--- config.mk ---
export PLATFORM = sky130hd
export DESIGN_NAME = backlight_idle_power_controller_core_flat
export DESIGN_NICKNAME = d
export VERILOG_FILES = /design/src/rtl/core/bipc_pkg.sv /design/src/rtl/core/bipc_event_if.sv /design/src/rtl/core/bipc_result_if.sv /design/src/rtl/core/bipc_cfg.sv /design/src/rtl/core/bipc_step.sv /design/src/rtl/core/backlight_idle_power_controller_core.sv /design/src/flat_wrapper.sv
export SDC_FILE = /design/constraint.sdc
export NUM_CORES = 1
export LEC_CHECK = 0
export BUFFER_PORTS_ARGS = -buffer_cell sky130_fd_sc_hd__buf_2
export CORE_MARGIN = 8
export CORE_UTILIZATION = 43
export DETAILED_ROUTE_END_ITERATION = 10
export SYNTH_ARGS = -nofsm -noshare
export SYNTH_HDL_FRONTEND = slang
export SYNTH_SLANG_ARGS = --single-unit
--- constraint.sdc ---
create_clock -name clk -period 5.8 [get_ports clk]
set_clock_uncertainty 0.2 [all_clocks]
set_input_delay 0.87 -clock clk [delete_from_list [all_inputs] [get_ports clk]]
set_output_delay 0.87 -clock clk [all_outputs]
set_load 0.01 [all_outputs]
--- src/rtl/core/bipc_pkg.sv ---
package bipc_pkg;

    // Fixed widths of the design.
    localparam int TIME_BITS    = 32;
    localparam int BUTTON_COUNT = 4;
    localparam int BTN_W        = 2;
    localparam int CMD_W        = 2;
    localparam int MODE_W       = 2;
    localparam int DUTY_W       = 11;
    localparam int SECS_W       = 13;
    localparam int DEBOUNCE_W   = 20;
    localparam int CFG_INDEX_W  = 3;
    localparam int CFG_DATA_W   = 20;

    // Seconds times one million needs the sum of both operand widths.
    localparam int US_PER_S   = 1000000;
    localparam int US_W       = 20;
    localparam int SCALE_W    = SECS_W + US_W;
    localparam int DARK_LIMIT = 16;

    // Command codes.
    localparam logic [CMD_W-1:0] CMD_TICK  = 2'd0;
    localparam logic [CMD_W-1:0] CMD_PRESS = 2'd1;
    localparam logic [CMD_W-1:0] CMD_SLEEP = 2'd2;

    // Mode codes reported with every result.
    localparam logic [MODE_W-1:0] MODE_ACTIVE = 2'd0;
    localparam logic [MODE_W-1:0] MODE_LOW    = 2'd1;
    localparam logic [MODE_W-1:0] MODE_SLEEP  = 2'd2;

    // Configuration register indexes.
    localparam logic [CFG_INDEX_W-1:0] REG_NORMAL_BRIGHTNESS = 3'd0;
    localparam logic [CFG_INDEX_W-1:0] REG_DIM_BRIGHTNESS    = 3'd1;
    localparam logic [CFG_INDEX_W-1:0] REG_SLEEP_BRIGHTNESS  = 3'd2;
    localparam logic [CFG_INDEX_W-1:0] REG_DIM_TIMEOUT_S     = 3'd3;
    localparam logic [CFG_INDEX_W-1:0] REG_SLEEP_TIMEOUT_S   = 3'd4;
    localparam logic [CFG_INDEX_W-1:0] REG_DEBOUNCE_US       = 3'd5;

    // Reset values of the configuration registers.
    localparam logic [DUTY_W-1:0]     NORMAL_RESET   = 11'd1024;
    localparam logic [DUTY_W-1:0]     DIM_RESET      = 11'd32;
    localparam logic [DUTY_W-1:0]     SLEEP_RESET    = 11'd0;
    localparam logic [TIME_BITS-1:0]  DIM_TMO_RESET  = TIME_BITS'(15 * US_PER_S);
    localparam logic [TIME_BITS-1:0]  SLEEP_TMO_RESET = TIME_BITS'(60 * US_PER_S);
    localparam logic [DEBOUNCE_W-1:0] DEBOUNCE_RESET = 20'd200000;

    typedef struct packed {
        logic [CMD_W-1:0]     command;
        logic [TIME_BITS-1:0] now_us;
        logic [BTN_W-1:0]     button;
        logic                 inhibit;
    } event_word_t;

    typedef struct packed {
        logic [MODE_W-1:0] mode;
        logic              pwm_write;
        logic [DUTY_W-1:0] pwm_duty;
        logic              redraw;
        logic              sleep_warning;
        logic              bounce_dropped;
        logic              key_valid;
        logic [BTN_W-1:0]  key_code;
    } result_word_t;

    // Timeouts are kept already scaled to microseconds.
    typedef struct packed {
        logic [DUTY_W-1:0]     normal_brightness;
        logic [DUTY_W-1:0]     dim_brightness;
        logic [DUTY_W-1:0]     sleep_brightness;
        logic [TIME_BITS-1:0]  dim_timeout_us;
        logic [TIME_BITS-1:0]  sleep_timeout_us;
        logic [DEBOUNCE_W-1:0] debounce_us;
    } cfg_t;

    typedef struct packed {
        logic                                 dim_flag;
        logic                                 asleep_flag;
        logic [TIME_BITS-1:0]                 activity_stamp;
        logic [TIME_BITS-1:0]                 dim_stamp;
        logic [BUTTON_COUNT-1:0][TIME_BITS-1:0] press_stamps;
    } state_t;

endpackage

--- src/rtl/core/bipc_event_if.sv ---
interface bipc_event_if import bipc_pkg::*; ();
    logic        valid;
    logic        ready;
    event_word_t data;

    modport source (output valid, output data, input ready);
    modport sink (input valid, input data, output ready);
endinterface

--- src/rtl/core/bipc_result_if.sv ---
interface bipc_result_if import bipc_pkg::*; ();
    logic         valid;
    logic         ready;
    result_word_t data;

    modport source (output valid, output data, input ready);
    modport sink (input valid, input data, output ready);
endinterface

--- src/rtl/core/bipc_cfg.sv ---
module bipc_cfg import bipc_pkg::*;
(
    input  logic                   clk,
    input  logic                   rst_n,
    input  logic                   cfg_write,
    input  logic [CFG_INDEX_W-1:0] cfg_index,
    input  logic [CFG_DATA_W-1:0]  cfg_data,
    output cfg_t                   cfg
);

    cfg_t               cfg_reg;
    cfg_t               cfg_next;
    logic [SCALE_W-1:0] scaled;
    logic [TIME_BITS-1:0] scaled_sat;

    // Seconds are scaled once at write time, saturating at the time range.
    assign scaled     = SCALE_W'(cfg_data[SECS_W-1:0]) * SCALE_W'(US_PER_S);
    assign scaled_sat = (|scaled[SCALE_W-1:TIME_BITS]) ? '1 : scaled[TIME_BITS-1:0];

    always_comb
    begin
        cfg_next = cfg_reg;
        if (cfg_write)
        begin
            unique case (cfg_index)
                REG_NORMAL_BRIGHTNESS: cfg_next.normal_brightness = cfg_data[DUTY_W-1:0];
                REG_DIM_BRIGHTNESS:    cfg_next.dim_brightness    = cfg_data[DUTY_W-1:0];
                REG_SLEEP_BRIGHTNESS:  cfg_next.sleep_brightness  = cfg_data[DUTY_W-1:0];
                REG_DIM_TIMEOUT_S:     cfg_next.dim_timeout_us    = scaled_sat;
                REG_SLEEP_TIMEOUT_S:   cfg_next.sleep_timeout_us  = scaled_sat;
                REG_DEBOUNCE_US:       cfg_next.debounce_us       = cfg_data[DEBOUNCE_W-1:0];
                default:               cfg_next = cfg_reg;
            endcase
        end
    end

    always_ff @(posedge clk or negedge rst_n)
    begin
        if (!rst_n)
        begin
            cfg_reg.normal_brightness <= NORMAL_RESET;
            cfg_reg.dim_brightness    <= DIM_RESET;
            cfg_reg.sleep_brightness  <= SLEEP_RESET;
            cfg_reg.dim_timeout_us    <= DIM_TMO_RESET;
            cfg_reg.sleep_timeout_us  <= SLEEP_TMO_RESET;
            cfg_reg.debounce_us       <= DEBOUNCE_RESET;
        end
        else
        begin
            cfg_reg <= cfg_next;
        end
    end

    assign cfg = cfg_reg;

endmodule

--- src/rtl/core/bipc_step.sv ---
module bipc_step import bipc_pkg::*;
(
    input  event_word_t  word,
    input  cfg_t         cfg,
    input  state_t       state,
    output state_t       state_next,
    output result_word_t result
);

    logic [TIME_BITS-1:0] idle_time;
    logic [TIME_BITS-1:0] low_time;
    logic [TIME_BITS-1:0] press_gap;
    logic                 timeouts_off;
    logic                 btn_in_range;
    logic                 sleep_dark;

    assign idle_time    = word.now_us - state.activity_stamp;
    assign low_time     = word.now_us - state.dim_stamp;
    assign btn_in_range = int'(word.button) < BUTTON_COUNT;
    assign press_gap    = word.now_us - state.press_stamps[word.button];
    assign timeouts_off = (cfg.dim_timeout_us == '0) && (cfg.sleep_timeout_us == '0);
    assign sleep_dark   = int'(cfg.sleep_brightness) < DARK_LIMIT;

    always_comb
    begin
        state_next = state;
        result     = '0;

        unique case (word.command)
            CMD_TICK:
            begin
                priority if (timeouts_off)
                begin
                    // With both timeouts off a tick wakes a dimmed or sleeping display.
                    if (state.dim_flag || state.asleep_flag)
                    begin
                        state_next.activity_stamp = word.now_us;
                        state_next.dim_flag       = 1'b0;
                        state_next.asleep_flag    = 1'b0;
                        result.pwm_write          = 1'b1;
                        result.pwm_duty           = cfg.normal_brightness;
                        result.redraw             = 1'b1;
                    end
                end
                else if (!state.dim_flag && !state.asleep_flag)
                begin
                    if (cfg.dim_timeout_us != '0 && idle_time > cfg.dim_timeout_us
                        && !word.inhibit)
                    begin
                        state_next.dim_flag  = 1'b1;
                        state_next.dim_stamp = word.now_us;
                        result.pwm_write     = 1'b1;
                        result.pwm_duty      = cfg.dim_brightness;
                    end
                end
                else if (state.dim_flag && !state.asleep_flag)
                begin
                    if (cfg.sleep_timeout_us != '0 && low_time > cfg.sleep_timeout_us
                        && !word.inhibit)
                    begin
                        state_next.asleep_flag = 1'b1;
                        result.pwm_write       = 1'b1;
                        result.pwm_duty        = cfg.sleep_brightness;
                        result.redraw          = sleep_dark;
                        result.sleep_warning   = sleep_dark;
                    end
                end
                else
                begin
                    // A sleeping display stays asleep until something wakes it.
                end
            end

            CMD_PRESS:
            begin
                if (btn_in_range)
                begin
                    if (press_gap < TIME_BITS'(cfg.debounce_us))
                    begin
                        result.bounce_dropped = 1'b1;
                    end
                    else
                    begin
                        state_next.press_stamps[word.button] = word.now_us;
                        state_next.activity_stamp            = word.now_us;
                        state_next.dim_flag                  = 1'b0;
                        state_next.asleep_flag               = 1'b0;
                        if (state.dim_flag || state.asleep_flag)
                        begin
                            result.pwm_write = 1'b1;
                            result.pwm_duty  = cfg.normal_brightness;
                            result.redraw    = 1'b1;
                        end
                        // A press that wakes a sleeping display is swallowed.
                        result.key_valid = !state.asleep_flag;
                        result.key_code  = state.asleep_flag ? '0 : word.button;
                    end
                end
            end

            CMD_SLEEP:
            begin
                if (!word.inhibit)
                begin
                    priority if (!state.dim_flag)
                    begin
                        state_next.dim_flag  = 1'b1;
                        state_next.dim_stamp = word.now_us;
                        result.pwm_write     = 1'b1;
                        result.pwm_duty      = cfg.dim_brightness;
                    end
                    else if (!state.asleep_flag)
                    begin
                        state_next.asleep_flag = 1'b1;
                        result.pwm_write       = 1'b1;
                        result.pwm_duty        = cfg.sleep_brightness;
                        result.redraw          = sleep_dark;
                        result.sleep_warning   = sleep_dark;
                    end
                    else
                    begin
                        // Nothing is deeper than sleep.
                    end
                end
            end

            default:
            begin
                state_next = state;
            end
        endcase

        result.mode = state_next.asleep_flag ? MODE_SLEEP :
                      (state_next.dim_flag ? MODE_LOW : MODE_ACTIVE);
    end

endmodule

--- src/rtl/core/backlight_idle_power_controller_core.sv ---
// Channel   Direction  Word            Handshake
// events    in         event_word_t    valid/ready, taken when both are high
// results   out        result_word_t   valid/ready, taken when both are high
// cfg       in         index + data    cfg_write, taken at every edge it is high
//
// Every event word yields exactly one result word; it passes the input register
// and then the result register. While results do not stall a new event word is
// taken every cycle; one word per register makes throughput one word per cycle.
// A stalled result holds the result register, and the input register then
// holds its word until the result moves on.
// rst_n clears the mode flags, the time stamps and all per-button press stamps
// and loads the configuration registers with their default values.
module backlight_idle_power_controller_core import bipc_pkg::*;
(
    input  logic                   clk,
    input  logic                   rst_n,
    bipc_event_if.sink             events,
    bipc_result_if.source          results,
    input  logic                   cfg_write,
    input  logic [CFG_INDEX_W-1:0] cfg_index,
    input  logic [CFG_DATA_W-1:0]  cfg_data
);

    cfg_t         cfg;
    state_t       state_reg;
    state_t       state_next;
    result_word_t step_result;

    logic         in_valid_reg;
    event_word_t  in_word_reg;
    logic         out_valid_reg;
    result_word_t out_word_reg;
    logic         advance;

    // Timeouts are scaled to microseconds when they are written.
    bipc_cfg u_cfg
    (
        .clk       (clk),
        .rst_n     (rst_n),
        .cfg_write (cfg_write),
        .cfg_index (cfg_index),
        .cfg_data  (cfg_data),
        .cfg       (cfg)
    );

    // The whole mode update for one word is a short combinational step:
    // three wrapping subtracts with compares and some selection.
    bipc_step u_step
    (
        .word       (in_word_reg),
        .cfg        (cfg),
        .state      (state_reg),
        .state_next (state_next),
        .result     (step_result)
    );

    // The state is updated exactly when the registered word moves into the
    // result register, so words are applied in order and only once.
    assign advance       = in_valid_reg && (!out_valid_reg || results.ready);
    assign events.ready  = !in_valid_reg || advance;
    assign results.valid = out_valid_reg;
    assign results.data  = out_word_reg;

    always_ff @(posedge clk or negedge rst_n)
    begin
        if (!rst_n)
        begin
            in_valid_reg  <= 1'b0;
            out_valid_reg <= 1'b0;
            state_reg     <= '0;
        end
        else
        begin
            if (events.valid && events.ready)
            begin
                in_valid_reg <= 1'b1;
            end
            else if (advance)
            begin
                in_valid_reg <= 1'b0;
            end

            if (advance)
            begin
                out_valid_reg <= 1'b1;
                state_reg     <= state_next;
            end
            else if (results.ready)
            begin
                out_valid_reg <= 1'b0;
            end
        end
    end

    // Payload registers carry no reset.
    always_ff @(posedge clk)
    begin
        if (events.valid && events.ready)
        begin
            in_word_reg <= events.data;
        end
        if (advance)
        begin
            out_word_reg <= step_result;
        end
    end

endmodule
--- src/flat_wrapper.sv ---
// flat-port wrapper written by rule: the top's interface ports become plain ports
module backlight_idle_power_controller_core_flat import bipc_pkg::*;
  (clk, rst_n, cfg_write, cfg_index, cfg_data, events_valid, events_data, events_ready, results_valid, results_data, results_ready);
  bipc_event_if events_i ();
  bipc_result_if results_i ();
  input  logic clk;
  input  logic rst_n;
  input  logic cfg_write;
  input  logic [CFG_INDEX_W-1:0] cfg_index;
  input  logic [CFG_DATA_W-1:0] cfg_data;
  input wire logic [$bits(events_i.valid)-1:0] events_valid;
  input wire logic [$bits(events_i.data)-1:0] events_data;
  output wire logic [$bits(events_i.ready)-1:0] events_ready;
  output wire logic [$bits(results_i.valid)-1:0] results_valid;
  output wire logic [$bits(results_i.data)-1:0] results_data;
  input wire logic [$bits(results_i.ready)-1:0] results_ready;
  assign events_i.valid = events_valid;
  assign events_i.data = events_data;
  assign events_ready = events_i.ready;
  assign results_valid = results_i.valid;
  assign results_data = results_i.data;
  assign results_i.ready = results_ready;
  backlight_idle_power_controller_core u_core (.clk(clk), .rst_n(rst_n), .events(events_i), .results(results_i), .cfg_write(cfg_write), .cfg_index(cfg_index), .cfg_data(cfg_data));
endmodule
==> results of run 1 <==
synth_stat cells, types with 5 or more instances:
| cell | number | area (um^2) |
|---|---|---|
| inv_1 | 297 | 1110 |
| ha_1 | 263 | 3290 |
| and2_1 | 11 | 68.8 |
| xnor2_1 | 60 | 526 |
| mux4_2 | 32 | 721 |
| dfrtp_1 | 275 | 6880 |
| nand3b_1 | 5 | 37.5 |
| o21a_1 | 18 | 135 |
| and4_1 | 6 | 52.6 |
| nor3_1 | 32 | 160 |
| a21oi_1 | 121 | 606 |
| o2111ai_1 | 5 | 43.8 |
| or2_2 | 10 | 62.6 |
| and3_1 | 13 | 81.3 |
| dfstp_2 | 28 | 736 |
| nor2_1 | 150 | 563 |
| nand2b_1 | 36 | 225 |
| o21ai_0 | 97 | 485 |
| mux2_4 | 90 | 1350 |
| nor4_1 | 24 | 150 |
| o21bai_1 | 11 | 82.6 |
| a31oi_1 | 49 | 307 |
| o211ai_1 | 19 | 143 |
| a211o_1 | 5 | 43.8 |
| a22oi_1 | 10 | 75.1 |
| or3_1 | 18 | 113 |
| edfxtp_1 | 57 | 1710 |
| nand2_1 | 116 | 435 |
| nand3_1 | 36 | 180 |
| mux2_2 | 131 | 1480 |
| nor2b_1 | 16 | 100 |
| clkbuf_1 | 43 | 161 |
| a221o_1 | 8 | 80.1 |
| o2bb2ai_1 | 6 | 52.6 |
| a211oi_1 | 9 | 67.6 |
| mux2i_1 | 7 | 70.1 |
| nand4_1 | 24 | 150 |
| xor2_1 | 34 | 298 |
| a32oi_1 | 6 | 52.6 |
| fa_1 | 44 | 881 |
| a21o_1 | 64 | 480 |
| buf_1 | 9 | 33.8 |
| buf_6 | 17 | 191 |
| o31ai_1 | 10 | 75.1 |
| a21boi_0 | 7 | 52.6 |
metrics by stage:
| stage | area, um^2 | setup WS [ps] | std cells | hold slack [ps] | power, uW |
|---|---|---|---|---|---|
| 2_1_floorplan | 25400 | 4.78 | 2403 | 250 | 8770 |
| 3_3_place_gp | 28300 | -700 | 3429 | 264 | 11100 |
| 3_5_place_dp | 28300 | -674 | 3429 | 270 | 11300 |
| 4_1_cts | 30700 | -309 | 3552 | 223 | 14500 |
| 5_1_grt | 31500 | -451 | 3569 | 237 | 15900 |
| 6_report | 31500 | -267 | 3569 | 257 | 14800 |
cells in the final DEF (no fill, tap or decap), drive strengths merged, types with 16 or more instances in the layout:
cell type	count
ha	263
edfxtp	57
dfrtp	275
nor3	34
nor4	25
xnor2	60
a21o	64
nand4	24
o21a	18
nor2b	16
o211ai	19
a21oi	121
nor2	150
nand2b	36
a31oi	49
or3	18
mux4	32
inv	299
mux2	221
fa	44
xor2	34
o21ai	98
buf	377
nand3	36
nand2	116
clkbuf	67
dfstp	28
area by class of cell:
cell class,instances,area [um^2]
fill,5121,27200
multi-input combinational,1675,15400
sequential,360,9330
timing repair buffer,384,3260
clock buffer,61,1230
inverter,297,1110
tap,773,967
clock inverter,19,244
report_power, final:
group	total, uW	leakage, uW	switching [uW]	internal (uW)
Sequential	3860	0.00416	523	3340
Combinational	8130	0.0101	4230	3890
Clock	2850	0.000721	1140	1700
critical path: stages (launching register included):
cell	delay, ps
edfxtp_1	370
buf_8	170
buf_6	130
mux4_2	520
inv_2	90
ha_4	220
a211oi_4	250
o21ai_2	100
a41o_1	230
a31o_4	250
o21ai_2	120
nand2b_1	80
a21oi_2	150
xnor2_1	90
ha_1	300
nand4_1	170
or4_1	460
a311o_1	370
nor4bb_4	180
nand4_1	150
nor4b_2	60
and4_4	270
nor4b_4	240
buf_6	160
buf_8	130
buf_12	150
mux2_4	310
final timing paths:
path	start	endpoint	slack, ps	cells past startpoint
min in group asynchronous	rst_n	u_core.state_reg[43]$_DFFE_PN0P_	580	2
max in group asynchronous	rst_n	u_core.u_cfg.cfg[91]$_DFFE_PN0P_	3690	3
hold reg to reg	u_core.u_cfg.cfg[1]$_DFFE_PN0P_	u_core.u_cfg.cfg[1]$_DFFE_PN0P_	280	2
setup / recovery	u_core.in_word_reg[1]$_DFFE_PP_	u_core.state_reg[48]$_DFFE_PN0P_	-270	26
setup reg to reg	u_core.in_word_reg[1]$_DFFE_PP_	u_core.state_reg[48]$_DFFE_PN0P_	-270	26
hold / removal	events_data[36]	u_core.in_word_reg[36]$_DFFE_PP_	260	1
per-layer routing:
| metal | vias to the layer above | wire (um) | GRT usage (%) |
|---|---|---|---|
| met5 | - | 0 | 0 |
| met4 | 0 | 2720 | 8.03 |
| met3 | 136 | 3410 | 2.61 |
| met2 | 480 | 36200 | 36.3 |
| met1 | 9915 | 32500 | 28.2 |
| li1 | 9291 | - | - |
logic make-up after synthesis:
logic type,Yosys count
flops,360
xor+xnor,94
simple gates,518
compound gates,496
mux,260
fa+ha+maj,307
buf+inv,368
repair_timing:
item / CTS / global route
buffers inserted: 32 / 16
endpoints found under the setup margin: 214 / 267
endpoints found under the hold margin: 37 / 0
hold buffers: 1 / 0
gates cloned: 11 / 7
pin swaps: 47 / 58
gates resized for setup: 112 / 126
==> impl_metrics.csv, run 1 <==
group,metric,value,unit
finish,largest_reg_flops,194,
setup_path,critPathKind,"flop to flop",
sta,fin_ws,-267,ps
clock_tree,h-tree-depth,2,
sta,slew_viol_final,0,
sta,finalHoldViolations,0,
grt,grt_start_max_net_pins,142,
sta,max_clock_freq,0.165,GHz
clock_tree,cts_made_buffers,44,
synthesis,synth_xor_area_share,3.25,%
synthesis,ys_warn_count,0,
floorplanning,die-area,67000,um^2
synthesis,synth.area.mux_share,14.3,%
sta,worst_pin_slew,1210,ps
synthesis,synthAdderAreaFrac,16.5,%
flow_run,maxCapViolations,0,
drt,ant_nets,0,
setup_path,crit_fanout,7,
synthesis,synth-async-reset-ratio,84.2,%
drt,dr.pass1.iters,7,
synthesis,synth_cell_type_count,88,
setup_path,crit_required,6040,ps
synthesis,synth-simple-area-share,10.3,%
clock_tree,cts_tree,"built",
synthesis,netlist_area,25400,um^2
floorplanning,die_h,259,um
synthesis,synth_compound_area_share,13.0,%
grt,grt_pass1_vias,20600,
floorplanning,initial_utilization,43.2,%
drt,route.detailed.drc,0,
sta,max-slew-margin-rel,18.4,%
grt,antenna_found_initial,2,
setup_path,startpoint_type,"flop",
clock_tree,clkTransAtPathRegs,60,ps
setup_path,end_kind,"flop",
sta,setup_violations,192,
drt,routed_via_density,5.55,
sta,fin_crit_sh,105,%
clock_tree,clock-root-buffer,"clkbuf_16",
synthesis,synth_edf_count,57,
finish,drive_gt1_share,30.8,%
synthesis,syn_avg_cell_area,10.6,um^2
worst_hold_path,hp-class,"primary input to flop",
clock_tree,insertion_delay,580,ps
place,io_buffers,86,
floorplanning,num_rows,89,
drt,vias,19800,
finish,utilization,53.7,%
outcome,violations,"setup timing",
clock_tree,cts_buffer_depth,3,
synthesis,seq_area_frac_synth,36.8,%
synthesis,synth_top_family_by_area,"adder cells",
sta,fin_setup_tns,-32160,ps
synthesis,ys_seq_elements,360,
sta,period_minus_slack,6070,ps
setup_path,critical_path_arrival,6310,ps
finish,finalNetCount,3134,
drt,routed_wl,74.8,mm
sta,rsz0062_at_grt,"yes",
floorplanning,die_w,259,um
outcome,status,"finished, violations left",
place,dp_hpwl,53.3,mm
finish,antenna-diode-count,0,
synthesis,syn-instance-count,2403,
drt,drt_iter0_markers,1230,
grt,grt_usage,21.5,%
synthesis,synth_nets,2775,
place,place.gp.congestion,0.937,
clock_tree,clock_sinks,360,
synthesis,synth_top_flop_cell,"dfrtp_1",
pwr,vdd_drop_max,304,uV
grt,gr-total-overflow,0,
pwr,powerDensity,471,nW/um^2
drt,routedWlPerCell,21.0,um
floorplanning,core,58700,um^2
pwr,p_leak,0.0150,uW
finish,syn_to_final_growth,24.3,%
floorplanning,ios,87,
grt,grt_pass1_wl,115,mm
No activity file was read; power rests on OpenSTA's default activity.
==> run 2, diff against run 1 <==
--- a/config.mk
+++ b/config.mk
@@ -7,8 +7,9 @@
 export LEC_CHECK = 0
 export BUFFER_PORTS_ARGS = -buffer_cell sky130_fd_sc_hd__buf_2
 export CORE_MARGIN = 8
-export CORE_UTILIZATION = 43
+export CORE_UTILIZATION = 58
 export DETAILED_ROUTE_END_ITERATION = 10
+export PLACE_DENSITY = 0.78
 export SYNTH_ARGS = -nofsm -noshare
 export SYNTH_HDL_FRONTEND = slang
 export SYNTH_SLANG_ARGS = --single-unit
==> impl_metrics.csv, run 2 (same netlist as run 1, synthesis figures left out) <==
group,metric,value,unit
grt,grt_usage,28.4,%
drt,routed_via_density,6.15,
finish,final_common_cell,"inv_1",
pwr,p_clk_share,18.3,%
finish,syn_to_final_growth,22.2,%
floorplanning,core,43100,um^2
place,postPlaceCellArea,28000,um^2
drt,ant_nets,0,
sta,worst_pin_slew,1300,ps
pwr,seqPwrFrac,26.1,%
floorplanning,die_h,225,um
setup_path,end_kind,"flop",
setup_path,critical_path_arrival,6390,ps
grt,antenna_found_initial,0,
pwr,power_frac_comb,55.5,%
clock_tree,cts_tree,"built",
finish,finalNetCount,3122,
finish,final_area,31000,um^2
pwr,powerDensity,478,nW/um^2
finish,final_cell_mix,"289 x inv_1, 275 x dfrtp_1, 252 x ha_1",
pwr,vdd_drop_max,269,uV
setup_path,crit_path_top_delay_cell,"mux4_2",
floorplanning,ios,87,
flow_run,maxCapViolations,0,
place,io_buffers,86,
grt,grt_pass1_vias,21300,
setup_path,critPathKind,"flop to flop",
sta,fin_crit_sh,106,%
floorplanning,num_rows,76,
setup_path,crit_fanout,6,
clock_tree,h-tree-depth,2,
place,place.gp.congestion,0.965,
clock_tree,clkTransAtPathRegs,60,ps
finish,multi_input_area,15200,um^2
sta,max_clock_freq,0.163,GHz
sta,max-slew-margin-rel,12.9,%
clock_tree,cts_buffer_depth,3,
finish,regArea,9330,um^2
sta,finalHoldViolations,0,
grt,gr-total-overflow,0,
setup_path,crit_top_cell,"buf_6",
sta,period_minus_slack,6150,ps
worst_hold_path,hp-class,"primary input to asynchronous set/reset pin",
drt,routedWlPerCell,22.6,um
pwr,swShare,40.3,%
clock_tree,clock_sinks,360,
clock_tree,insertion_delay,580,ps
drt,drt_iter0_markers,1976,
outcome,violations,"setup timing",
clock_tree,clock-root-buffer,"clkbuf_16",
floorplanning,die-area,50700,um^2
place,dp_hpwl,51.3,mm
drt,dr.pass1.iters,7,
sta,rsz0062_at_grt,"yes",
setup_path,crit_required,6040,ps
pwr,switching_power,5970,uW
floorplanning,die_w,225,um
drt,route.detailed.drc,0,
finish,num-fill-cells,2845,
sta,fin_ws,-352,ps
setup_path,max_stage_delay,520,ps
setup_path,startpoint_type,"flop",
grt,grt_pass1_wl,115,mm
drt,vias,20700,
floorplanning,initial_utilization,58.9,%
sta,setup_violations,179,
pwr,internal_power,8850,uW
outcome,status,"finished, violations left",
clock_tree,cts_made_buffers,40,
finish,drive_gt1_share,30.4,%
place,dp_slack,-559,ps
pwr,p_leak,0.0148,uW
drt,routed_wl,76.1,mm
grt,grt_start_max_net_pins,114,
sta,slew_viol_final,0,
finish,largest_reg_flops,194,
[run 2: changes by cell type in the layout (fill, tap and decap cells not counted), sizes merged]
cell	previous run	this run
clkbuf	67	58
buf	377	370
clkinv	11	13
diode	0	1
dlygate4sd3	1	0
[run 2: repair_timing]
action                                 CTS  global route
endpoints found under the hold margin    0             0
setup endpoints to repair              214           214
gates resized for setup                105           100
pin swaps                               34            58
hold buffers                             0             0
buffers inserted                        25            29
gates cloned                             9             7
[run 2: through the flow]
stage,utilization (%),cells,hold slack [ps],total power [uW],TNS [ps]
after floorplan,-,2403,250,8770,0
after global placement,65.0,3230,264,10900,-91540
after detailed placement,65.0,3230,277,11200,-95010
after CTS,70.1,3336,216,14200,-33340
after global routing,71.9,3366,261,15700,-83060
final,72.0,3367,187,14800,-46680
[run 2: cell type report]
cell class | count | share of cell area, %
antenna | 1 | 0.00807
clock buffer | 52 | 3.67
clock inverter | 21 | 0.840
inverter | 297 | 3.60
multi-input combinational | 1675 | 49.2
sequential | 360 | 30.1
tap | 585 | 2.36
timing repair buffer | 376 | 10.3
[run 2: critical path, delay by kind of cell (launching register included)]
family / cells / cell delay (ps)
AND/OR/NAND/NOR: 10 / 2100
multiplexers: 2 / 820
XOR/XNOR: 1 / 90
flip-flops: 1 / 350
buffers and inverters: 6 / 860
AO/OA/AOI/OAI: 5 / 1040
adder cells (fa/ha/maj): 2 / 540
[run 2: power by group through the flow]
stage | sequential [uW] | combinational [uW] | clock (uW)
after global placement | 3800 | 7120 | 0
final | 3870 | 8230 | 2720
after CTS | 3820 | 7660 | 2730
after global routing | 3920 | 8970 | 2820
after detailed placement | 3850 | 7380 | 0
after floorplan | 3680 | 5100 | 0
[run 2: final timing paths]
| kind | start | endpoint | slack, ps | depth (start not counted) |
|---|---|---|---|---|
| worst max-delay path | u_core.in_word_reg[1]$_DFFE_PP_ | u_core.state_reg[87]$_DFFE_PN0P_ | -350 | 26 |
| worst min-delay path | rst_n | u_core.state_reg[73]$_DFFE_PN0P_ | 190 | 1 |
| worst max register to register | u_core.in_word_reg[1]$_DFFE_PP_ | u_core.state_reg[87]$_DFFE_PN0P_ | -350 | 26 |
| worst min register to register | u_core.u_cfg.cfg[8]$_DFFE_PN1P_ | u_core.u_cfg.cfg[8]$_DFFE_PN1P_ | 290 | 2 |
| max in group asynchronous | rst_n | u_core.state_reg[121]$_DFFE_PN0P_ | 4050 | 2 |
| min in group clk | events_data[16] | u_core.in_word_reg[16]$_DFFE_PP_ | 270 | 1 |
[run 2: layer usage]
layer  wire (um)  up-vias  global-route usage (%)
li1            -     9259                       -
met1       29900    10300                    35.2
met2       36600      857                    48.4
met3        5080      275                    4.22
met4        4570        0                    14.0
met5           0        -                       0
